### src/design/cbd_pkg.sv
package cbd_pkg;

   // Source position counters (source sizes stay below 256).
   localparam int POS_W = 8;
   // Accumulator columns (one per output column of the small image).
   localparam int NUM_COLS = 32;
   localparam int COL_W = 5;

   localparam int RED_SUM_W = 9;
   localparam int GREEN_SUM_W = 10;
   localparam int BLUE_SUM_W = 9;

   localparam int CSR_INDEX_W = 2;
   localparam int CSR_DATA_W = 6;
   localparam logic [CSR_INDEX_W-1:0] CSR_CROP_TOP = 2'd0;
   localparam logic [CSR_INDEX_W-1:0] CSR_CROP_LEFT = 2'd1;
   localparam logic [CSR_INDEX_W-1:0] CSR_AVERAGE_MODE = 2'd2;

   localparam logic [4:0] CROP_TOP_RESET = 5'd8;
   localparam logic [5:0] CROP_LEFT_RESET = 6'd22;
   localparam logic AVERAGE_MODE_RESET = 1'b1;

   typedef struct packed {
      logic [RED_SUM_W-1:0] red;
      logic [GREEN_SUM_W-1:0] green;
      logic [BLUE_SUM_W-1:0] blue;
   } sum_type;

   // Where the current source pixel falls in the crop window.
   typedef struct packed {
      logic in_win;
      logic first;
      logic last;
      logic frame_last;
      logic [COL_W-1:0] br;
      logic [COL_W-1:0] bc;
   } win_info_type;

endpackage

### src/design/crop_box_downscale_rgb565_unit.sv
// Channel | Direction | Handshake          | Payload
// req     | in        | req_valid/stall    | req_pixel, req_frame_start
// rsp     | out       | rsp_valid/stall    | rsp_out_pixel, rsp_out_row, rsp_out_col,
//         |           |                    | rsp_frame_done
// csr     | in        | csr_write          | csr_index, csr_data
//
// One item per cycle sustained while the result side is not stalled; an item's
// result passes through the input register, then the result register.
// The rate is set by the read-modify-write of one column accumulator.
// Synchronous reset clears counters, accumulators and valids, and loads the config registers with their reset values.
// A stalled result holds the result register; the input register drains into it
// as soon as it frees, so one extra item can wait at the input.
module crop_box_downscale_rgb565_unit
   import cbd_pkg::*;
#(
   parameter int SRC_WIDTH = 176,
   parameter int SRC_HEIGHT = 144,
   parameter int OUT_SIZE = 32
) (
   input  logic clock,
   input  logic reset,
   input  logic req_valid,
   output logic req_stall,
   input  logic [15:0] req_pixel,
   input  logic req_frame_start,
   output logic rsp_valid,
   input  logic rsp_stall,
   output logic [15:0] rsp_out_pixel,
   output logic [4:0] rsp_out_row,
   output logic [4:0] rsp_out_col,
   output logic rsp_frame_done,
   input  logic csr_write,
   input  logic [CSR_INDEX_W-1:0] csr_index,
   input  logic [CSR_DATA_W-1:0] csr_data
);

   // Configuration registers.
   logic [4:0] crop_top_ff;
   logic [5:0] crop_left_ff;
   logic average_mode_ff;

   // Input register.
   logic in_valid_ff, in_valid_in;
   logic [15:0] in_pixel_ff;
   logic in_frame_start_ff;

   // Result register.
   logic rsp_valid_ff, rsp_valid_in;
   logic [15:0] rsp_pixel_ff;
   logic [4:0] rsp_row_ff, rsp_col_ff;
   logic rsp_done_ff;

   logic out_free, advance, req_take;
   win_info_type win;
   logic [15:0] result_pixel;

   // Process the held item whenever the result register can take a result.
   assign out_free = !rsp_valid_ff || !rsp_stall;
   assign advance = in_valid_ff && out_free;
   assign req_stall = in_valid_ff && !out_free;
   assign req_take = req_valid && !req_stall;

   always_ff @(posedge clock) begin
      if (reset) begin
         crop_top_ff <= CROP_TOP_RESET;
         crop_left_ff <= CROP_LEFT_RESET;
         average_mode_ff <= AVERAGE_MODE_RESET;
      end else if (csr_write) begin
         unique case (csr_index)
            CSR_CROP_TOP: crop_top_ff <= csr_data[4:0];
            CSR_CROP_LEFT: crop_left_ff <= csr_data[5:0];
            CSR_AVERAGE_MODE: average_mode_ff <= csr_data[0];
            default: ;
         endcase
      end
   end

   // Hold an item until it is processed; load a new one in the same cycle.
   always_comb begin
      in_valid_in = in_valid_ff;
      if (req_take) begin
         in_valid_in = 1'b1;
      end else if (advance) begin
         in_valid_in = 1'b0;
      end
   end

   always_ff @(posedge clock) begin
      if (reset) begin
         in_valid_ff <= 1'b0;
      end else begin
         in_valid_ff <= in_valid_in;
      end
      if (req_take) begin
         in_pixel_ff <= req_pixel;
         in_frame_start_ff <= req_frame_start;
      end
   end

   cbd_window #(
      .SRC_WIDTH(SRC_WIDTH),
      .SRC_HEIGHT(SRC_HEIGHT),
      .OUT_SIZE(OUT_SIZE)
   ) u_window (
      .clock(clock),
      .reset(reset),
      .advance(advance),
      .frame_start(in_frame_start_ff),
      .crop_top(crop_top_ff),
      .crop_left(crop_left_ff),
      .win(win)
   );

   cbd_accum u_accum (
      .clock(clock),
      .reset(reset),
      .advance(advance),
      .win(win),
      .pixel(in_pixel_ff),
      .average_mode(average_mode_ff),
      .out_pixel(result_pixel)
   );

   // A result leaves at the bottom-right pixel of each block in the window.
   always_comb begin
      rsp_valid_in = rsp_valid_ff && rsp_stall;
      if (advance) begin
         rsp_valid_in = win.in_win && win.last;
      end
   end

   always_ff @(posedge clock) begin
      if (reset) begin
         rsp_valid_ff <= 1'b0;
      end else begin
         rsp_valid_ff <= rsp_valid_in;
      end
      if (advance && win.in_win && win.last) begin
         rsp_pixel_ff <= result_pixel;
         rsp_row_ff <= win.br;
         rsp_col_ff <= win.bc;
         rsp_done_ff <= win.frame_last;
      end
   end

   assign rsp_valid = rsp_valid_ff;
   assign rsp_out_pixel = rsp_pixel_ff;
   assign rsp_out_row = rsp_row_ff;
   assign rsp_out_col = rsp_col_ff;
   assign rsp_frame_done = rsp_done_ff;

endmodule

### src/design/cbd_window.sv
module cbd_window
   import cbd_pkg::*;
#(
   parameter int SRC_WIDTH = 176,
   parameter int SRC_HEIGHT = 144,
   parameter int OUT_SIZE = 32
) (
   input  logic clock,
   input  logic reset,
   input  logic advance,
   input  logic frame_start,
   input  logic [4:0] crop_top,
   input  logic [5:0] crop_left,
   output win_info_type win
);

   localparam int WIN_SIZE = 4 * OUT_SIZE;

   logic [POS_W-1:0] row_ff, row_in;
   logic [POS_W-1:0] col_ff, col_in;
   logic [POS_W-1:0] cur_row, cur_col;
   logic [POS_W-1:0] diff_row, diff_col;
   logic [POS_W:0] row_inc, col_inc;
   logic in_row, in_col;

   assign cur_row = frame_start ? '0 : row_ff;
   assign cur_col = frame_start ? '0 : col_ff;

   assign diff_row = cur_row - {{(POS_W-5){1'b0}}, crop_top};
   assign diff_col = cur_col - {{(POS_W-6){1'b0}}, crop_left};

   assign in_row = (cur_row >= {{(POS_W-5){1'b0}}, crop_top})
      && ({1'b0, diff_row} < (POS_W+1)'(WIN_SIZE));
   assign in_col = (cur_col >= {{(POS_W-6){1'b0}}, crop_left})
      && ({1'b0, diff_col} < (POS_W+1)'(WIN_SIZE));

   always_comb begin
      win.in_win = in_row && in_col;
      win.br = diff_row[COL_W+1:2];
      win.bc = diff_col[COL_W+1:2];
      win.first = (diff_row[1:0] == 2'd0) && (diff_col[1:0] == 2'd0);
      win.last = (diff_row[1:0] == 2'd3) && (diff_col[1:0] == 2'd3);
      win.frame_last = (win.br == COL_W'(OUT_SIZE - 1))
         && (win.bc == COL_W'(OUT_SIZE - 1));
   end

   // Advance in raster order, wrap at the source edges.
   always_comb begin
      col_inc = {1'b0, cur_col} + (POS_W+1)'(1);
      row_inc = {1'b0, cur_row} + (POS_W+1)'(1);
      row_in = cur_row;
      col_in = col_inc[POS_W-1:0];
      if (col_inc >= (POS_W+1)'(SRC_WIDTH)) begin
         col_in = '0;
         row_in = (row_inc >= (POS_W+1)'(SRC_HEIGHT)) ? '0 : row_inc[POS_W-1:0];
      end
   end

   always_ff @(posedge clock) begin
      if (reset) begin
         row_ff <= '0;
         col_ff <= '0;
      end else if (advance) begin
         row_ff <= row_in;
         col_ff <= col_in;
      end
   end

endmodule

### src/design/cbd_accum.sv
module cbd_accum
   import cbd_pkg::*;
(
   input  logic clock,
   input  logic reset,
   input  logic advance,
   input  win_info_type win,
   input  logic [15:0] pixel,
   input  logic average_mode,
   output logic [15:0] out_pixel
);

   sum_type sums_ff [NUM_COLS];
   sum_type cur_sum, load_sum, add_sum, sum_in;

   assign cur_sum = sums_ff[win.bc];

   always_comb begin
      load_sum.red = {4'd0, pixel[15:11]};
      load_sum.green = {4'd0, pixel[10:5]};
      load_sum.blue = {4'd0, pixel[4:0]};
      add_sum.red = cur_sum.red + load_sum.red;
      add_sum.green = cur_sum.green + load_sum.green;
      add_sum.blue = cur_sum.blue + load_sum.blue;
      if (win.first) begin
         sum_in = load_sum;
      end else if (average_mode) begin
         sum_in = add_sum;
      end else begin
         sum_in = cur_sum;
      end
   end

   // Divide by 16 in average mode; otherwise keep the low field bits.
   always_comb begin
      if (average_mode) begin
         out_pixel = {sum_in.red[8:4], sum_in.green[9:4], sum_in.blue[8:4]};
      end else begin
         out_pixel = {sum_in.red[4:0], sum_in.green[5:0], sum_in.blue[4:0]};
      end
   end

   always_ff @(posedge clock) begin
      if (reset) begin
         for (int i = 0; i < NUM_COLS; i++) begin
            sums_ff[i] <= '0;
         end
      end else if (advance && win.in_win) begin
         sums_ff[win.bc] <= sum_in;
      end
   end

endmodule
### config.mk
export PLATFORM = sky130hd
export DESIGN_NAME = crop_box_downscale_rgb565_unit
export DESIGN_NICKNAME = d
export VERILOG_FILES = /design/src/design/cbd_pkg.sv /design/src/design/crop_box_downscale_rgb565_unit.sv /design/src/design/cbd_window.sv /design/src/design/cbd_accum.sv
export SDC_FILE = /design/constraint.sdc
export NUM_CORES = 2
export LEC_CHECK = 0
export BUFFER_PORTS_ARGS = -buffer_cell sky130_fd_sc_hd__clkbuf_2
export CORE_MARGIN = 2
export CORE_UTILIZATION = 40
export DETAILED_ROUTE_END_ITERATION = 8
export PLACE_DENSITY = 0.59
export RECOVER_POWER = 100
export SETUP_SLACK_MARGIN = 0.1
export SLEW_MARGIN = 20
export SYNTH_ARGS = -nofsm -noshare
export SYNTH_HDL_FRONTEND = slang
export SYNTH_SLANG_ARGS = --single-unit
### constraint.sdc
create_clock -name clock -period 8.2 [get_ports clock]
set_input_delay 1.23 -clock clock [delete_from_list [all_inputs] [get_ports clock]]
set_output_delay 1.23 -clock clock [all_outputs]
set_load 0.05 [all_outputs]
==> key figures <==
Clocking
  – Clock-pin slew on the worst setup and hold paths: ~0.06 ns
  – Cts bufs inserted: 103
  – # H-tree levels: 3
  – CTS Hold Buffers Added: 0
  – CTS tree: done
  – Root Driver: clkbuf_16
  – Sink Count: 970
  – Clock buffer depth: 3
  – Worst skew pair latency: roughly 0.71 ns

Timing
  – Tmin final: between 7 and 8 ns
  – Max Fclk: ~130 MHz
  – Final Setup Violations: 0
  – Fin. Hold Viols: 0
  – Final Skew: 0.0326 ns
  – RSZ-0062 raised after global routing: false
  – Setup_tns: 0 ns
  – Fin crit share: 97.1%
  – Setup ws final: 0.241 ns
  – Final Max Slew Viols: 611
  – Max_slew headroom: -78.9%
  – Slew of the pin with the lowest slew margin: around 2.7 ns

Power and ir drop
  – Peak VDD IR: 208 uV
  – Pwr/cell area: about 240 nW/um^2
  – Leakage: 17.9 nW

Worst setup path
  – Worst r2r src: in_frame_start_ff
  – CP Launch Type: register
  – Reg2reg end: u_accum.sums_ff[11][16]
  – CP Cell Sequence: nand2b_1 > ha_1 > nor4_1 > or4_1 > nand2_8 > inv_4 > buf_4 > nand2_1 > nor4_1 > buf_4 > nand2_1 > buf_4 > nand2b_1 > clkbuf_2
  – Critical Path AT: between 8 and 9 ns
  – Worst reg-to-reg path cell count: 14
  – CP Capture Type: register
  – Critical Path Start: in_frame_start_ff
  – Crit-path leading delay family: simple AND/OR/NAND/NOR gates
  – CP peak stage delay: slightly below 2 ns
  – Slowest-stage cell, CP: nor4_1
  – Worst path depth: 14
  – Worst setup path end: u_accum.sums_ff[11][16]
  – Crit path required time: 8.50 ns
  – Critical path fanouts, max: 36
  – FF-to-FF setup slack: between 0.2 and 0.25 ns
  – Critical path type: register to register
  – Crit path buffers/inverters: 5
  – Most Frequent Cell on Critical Path: buf_4

Floorplan
  – Die width: roughly 340 um
  – CORE AREA: ~110,000 um^2
  – I/O pin total: 59
  – Rows: 123
  – Die Height: 340 um
  – Die area: roughly 120,000 um^2
  – Initial core utilization: 40.2%

Synth
  – #FFs+latches synth: 970
  – Post-synth design cell area: approximately 45,000 um^2
  – Average cell area after synthesis: approximately 12 um^2
  – YS warnings: 0
  – Distinct cells, synth: between 90 and 100
  – Sequential-to-total area share from yosys stat: roughly 64%
  – Post-Syn Instances: 3,764
  – EDFF count, synth: 940
  – Ys flop type: edfxtp_1
  – Mapped Nets: 3,829
  – Async SR Flop Fraction: 0%

GRT
  – First-pass GRT wire length: between 200,000 and 250,000 um
  – Vias in the first global route: ~30,000
  – Pin count of the biggest net entering global routing: 95
  – Total gr overflow: 0
  – Gr usage total: around 26%
  – Initial antenna violation count: 4

Routing
  – Via/cell ratio: 5.90
  – First drt pass iteration count: 7
  – Routed wire length: 152,000 um
  – Via Count: ~32,000
  – DRT iter0 DRCs: ~4,200
  – Residual DRC: 0
  – Wirelength per Cell: ~28 um
  – Post-route ant nets: 0

Status
  – Failing checks: max-capacitance violations, max-slew violations
  – Status: finished, violations left

Place
  – Gpl congestion: about 0.95
  – Port Buffers: between 50 and 60
  – Post-DP Area: 47,600 um^2
  – Cells after DPL: 5,178
  – Post-DP HPWL: roughly 95,000 um
  – Pre-CTS WS: between 0.6 and 0.7 ns

Finish
  – Layout Nets: 3,857
  – Commonest non-fill, non-tap cell in the layout: nor2_1
  – Most frequent cells in the layout: nor2_1 (1,018), edfxtp_1 (940), nand2_1 (365)
  – Fin cells: between 5,000 and 6,000
  – Fillers: around 10,000
  – Layout cells sized above 1: roughly an eighth
  – Area grow syn2layout: 12.3%
  – Final instance area: ~51,000 um^2

Flow run
  – Max Cap Violations: 31

Hold path
  – Hold Crit Class: register to register
==> tightest hold or removal path, delay by kind of cell (launching register included) <==
family	cells	cell delay [ns]
flip-flops	1	0.34
multiplexers	1	0.07
AND/OR/NAND/NOR	1	0.07
==> registers in the layout (all words and copies together) (netlist names), 5 cells and up <==
signal / cells
u_window.row_ff: 8
crop_left_ff: 6
rsp_out_col: 5
rsp_out_pixel: 16
rsp_out_row: 5
in_pixel_ff: 16
u_window.col_ff: 8
u_accum.sums_ff: 896
crop_top_ff: 5
==> final cells by class <==
type / count / area (um^2) / area share [%]
antenna: 2 / 5.00 / 0.00987
clock buffer: 118 / 2700 / 5.32
clock inverter: 72 / 764 / 1.51
inverter: 45 / 179 / 0.353
multi-input combinational: 2434 / 14900 / 29.4
sequential: 970 / 28800 / 56.8
tap: 1500 / 1880 / 3.70
timing repair buffer: 238 / 1480 / 2.91
==> kinds of logic (layout without fill, tap and decap cells) <==
family                   count (synthesis)  in the layout  share of synthesized area, %
buffers and inverters                  362            473                          3.68
flip-flops                             970            970                          63.8
AND/OR/NAND/NOR                       1668           1669                          15.5
XOR/XNOR                                38             39                         0.804
adder cells (fa/ha/maj)                 37             37                          1.10
multiplexers                           295            295                          8.97
AO/OA/AOI/OAI                          394            394                          6.11
other                                    0              2                             0
==> metal layers <==
| metal | wire length [um] | GRT usage, % | vias to the layer above |
|---|---|---|---|
| li1 | - | - | 13600 |
| met1 | 59600 | 34.9 | 16000 |
| met2 | 67400 | 38.6 | 1790 |
| met3 | 16900 | 6.14 | 361 |
| met4 | 8150 | 12.8 | 4 |
| met5 | 21 | 0 | - |
==> per-stage QoR <==
| step | hold slack, ns | utilization, % | total power, W |
|---|---|---|---|
| floorplan | 0.463 | - | 0.00674 |
| global placement | 0.491 | 42.5 | 0.00756 |
| detailed placement | 0.502 | 42.5 | 0.00758 |
| CTS | 0.516 | 45.6 | 0.0124 |
| global route | 0.528 | 45.2 | 0.0126 |
| finish | 0.509 | 45.2 | 0.0123 |
==> how the worst min path moves through the flow <==
stage	end	start	cells past startpoint
after floorplan	crop_left_ff[5]	crop_left_ff[5]	2
after global placement	crop_top_ff[0]	crop_top_ff[0]	2
after detailed placement	crop_top_ff[0]	crop_top_ff[0]	2
after CTS	crop_top_ff[0]	crop_top_ff[0]	2
after global routing	crop_top_ff[0]	crop_top_ff[0]	2
final	crop_top_ff[0]	crop_top_ff[0]	2
==> where the power goes <==
group / internal, W / leakage (nW) / switching (W)
Clock: 0.00280 / 1.70 / 0.00203
Sequential: 0.00561 / 9.70 / 0.0000603
Combinational: 0.000411 / 6.52 / 0.00139
==> Yosys cell counts (7+ instances only) <==
cell type | count | area (um^2)
a2111oi_0 | 41 | 359
a211o_1 | 7 | 61.3
a211oi_1 | 12 | 90.1
a21boi_0 | 13 | 97.6
a21oi_1 | 68 | 340
a22o_1 | 10 | 87.6
a22oi_1 | 29 | 218
a311oi_1 | 19 | 166
a31oi_1 | 25 | 156
and2_1 | 39 | 244
and3_1 | 11 | 68.8
buf_1 | 16 | 60.1
buf_2 | 129 | 646
buf_4 | 16 | 120
buf_6 | 11 | 124
clkbuf_1 | 145 | 544
dfxtp_1 | 30 | 601
edfxtp_1 | 940 | 28200
ha_1 | 30 | 375
inv_1 | 41 | 154
mux2_2 | 33 | 372
mux2i_1 | 177 | 1770
mux4_2 | 84 | 1890
nand2_1 | 365 | 1370
nand2b_1 | 52 | 325
nand3_1 | 63 | 315
nand4_1 | 30 | 188
nor2_1 | 1018 | 3820
nor2b_1 | 16 | 100
nor3_1 | 21 | 105
nor4_1 | 9 | 56.3
o21ai_0 | 54 | 270
o21ai_1 | 9 | 45.0
o221ai_1 | 8 | 70.1
o22ai_1 | 32 | 200
xnor2_1 | 19 | 166
xor2_1 | 15 | 131
==> repair_timing <==
item	4_1_cts	5_1_grt
buffers inserted	0	5
endpoints found under the hold margin	0	0
gates resized for setup	0	2
setup endpoints to repair	0	52
(Power assumes the default switching activity.)
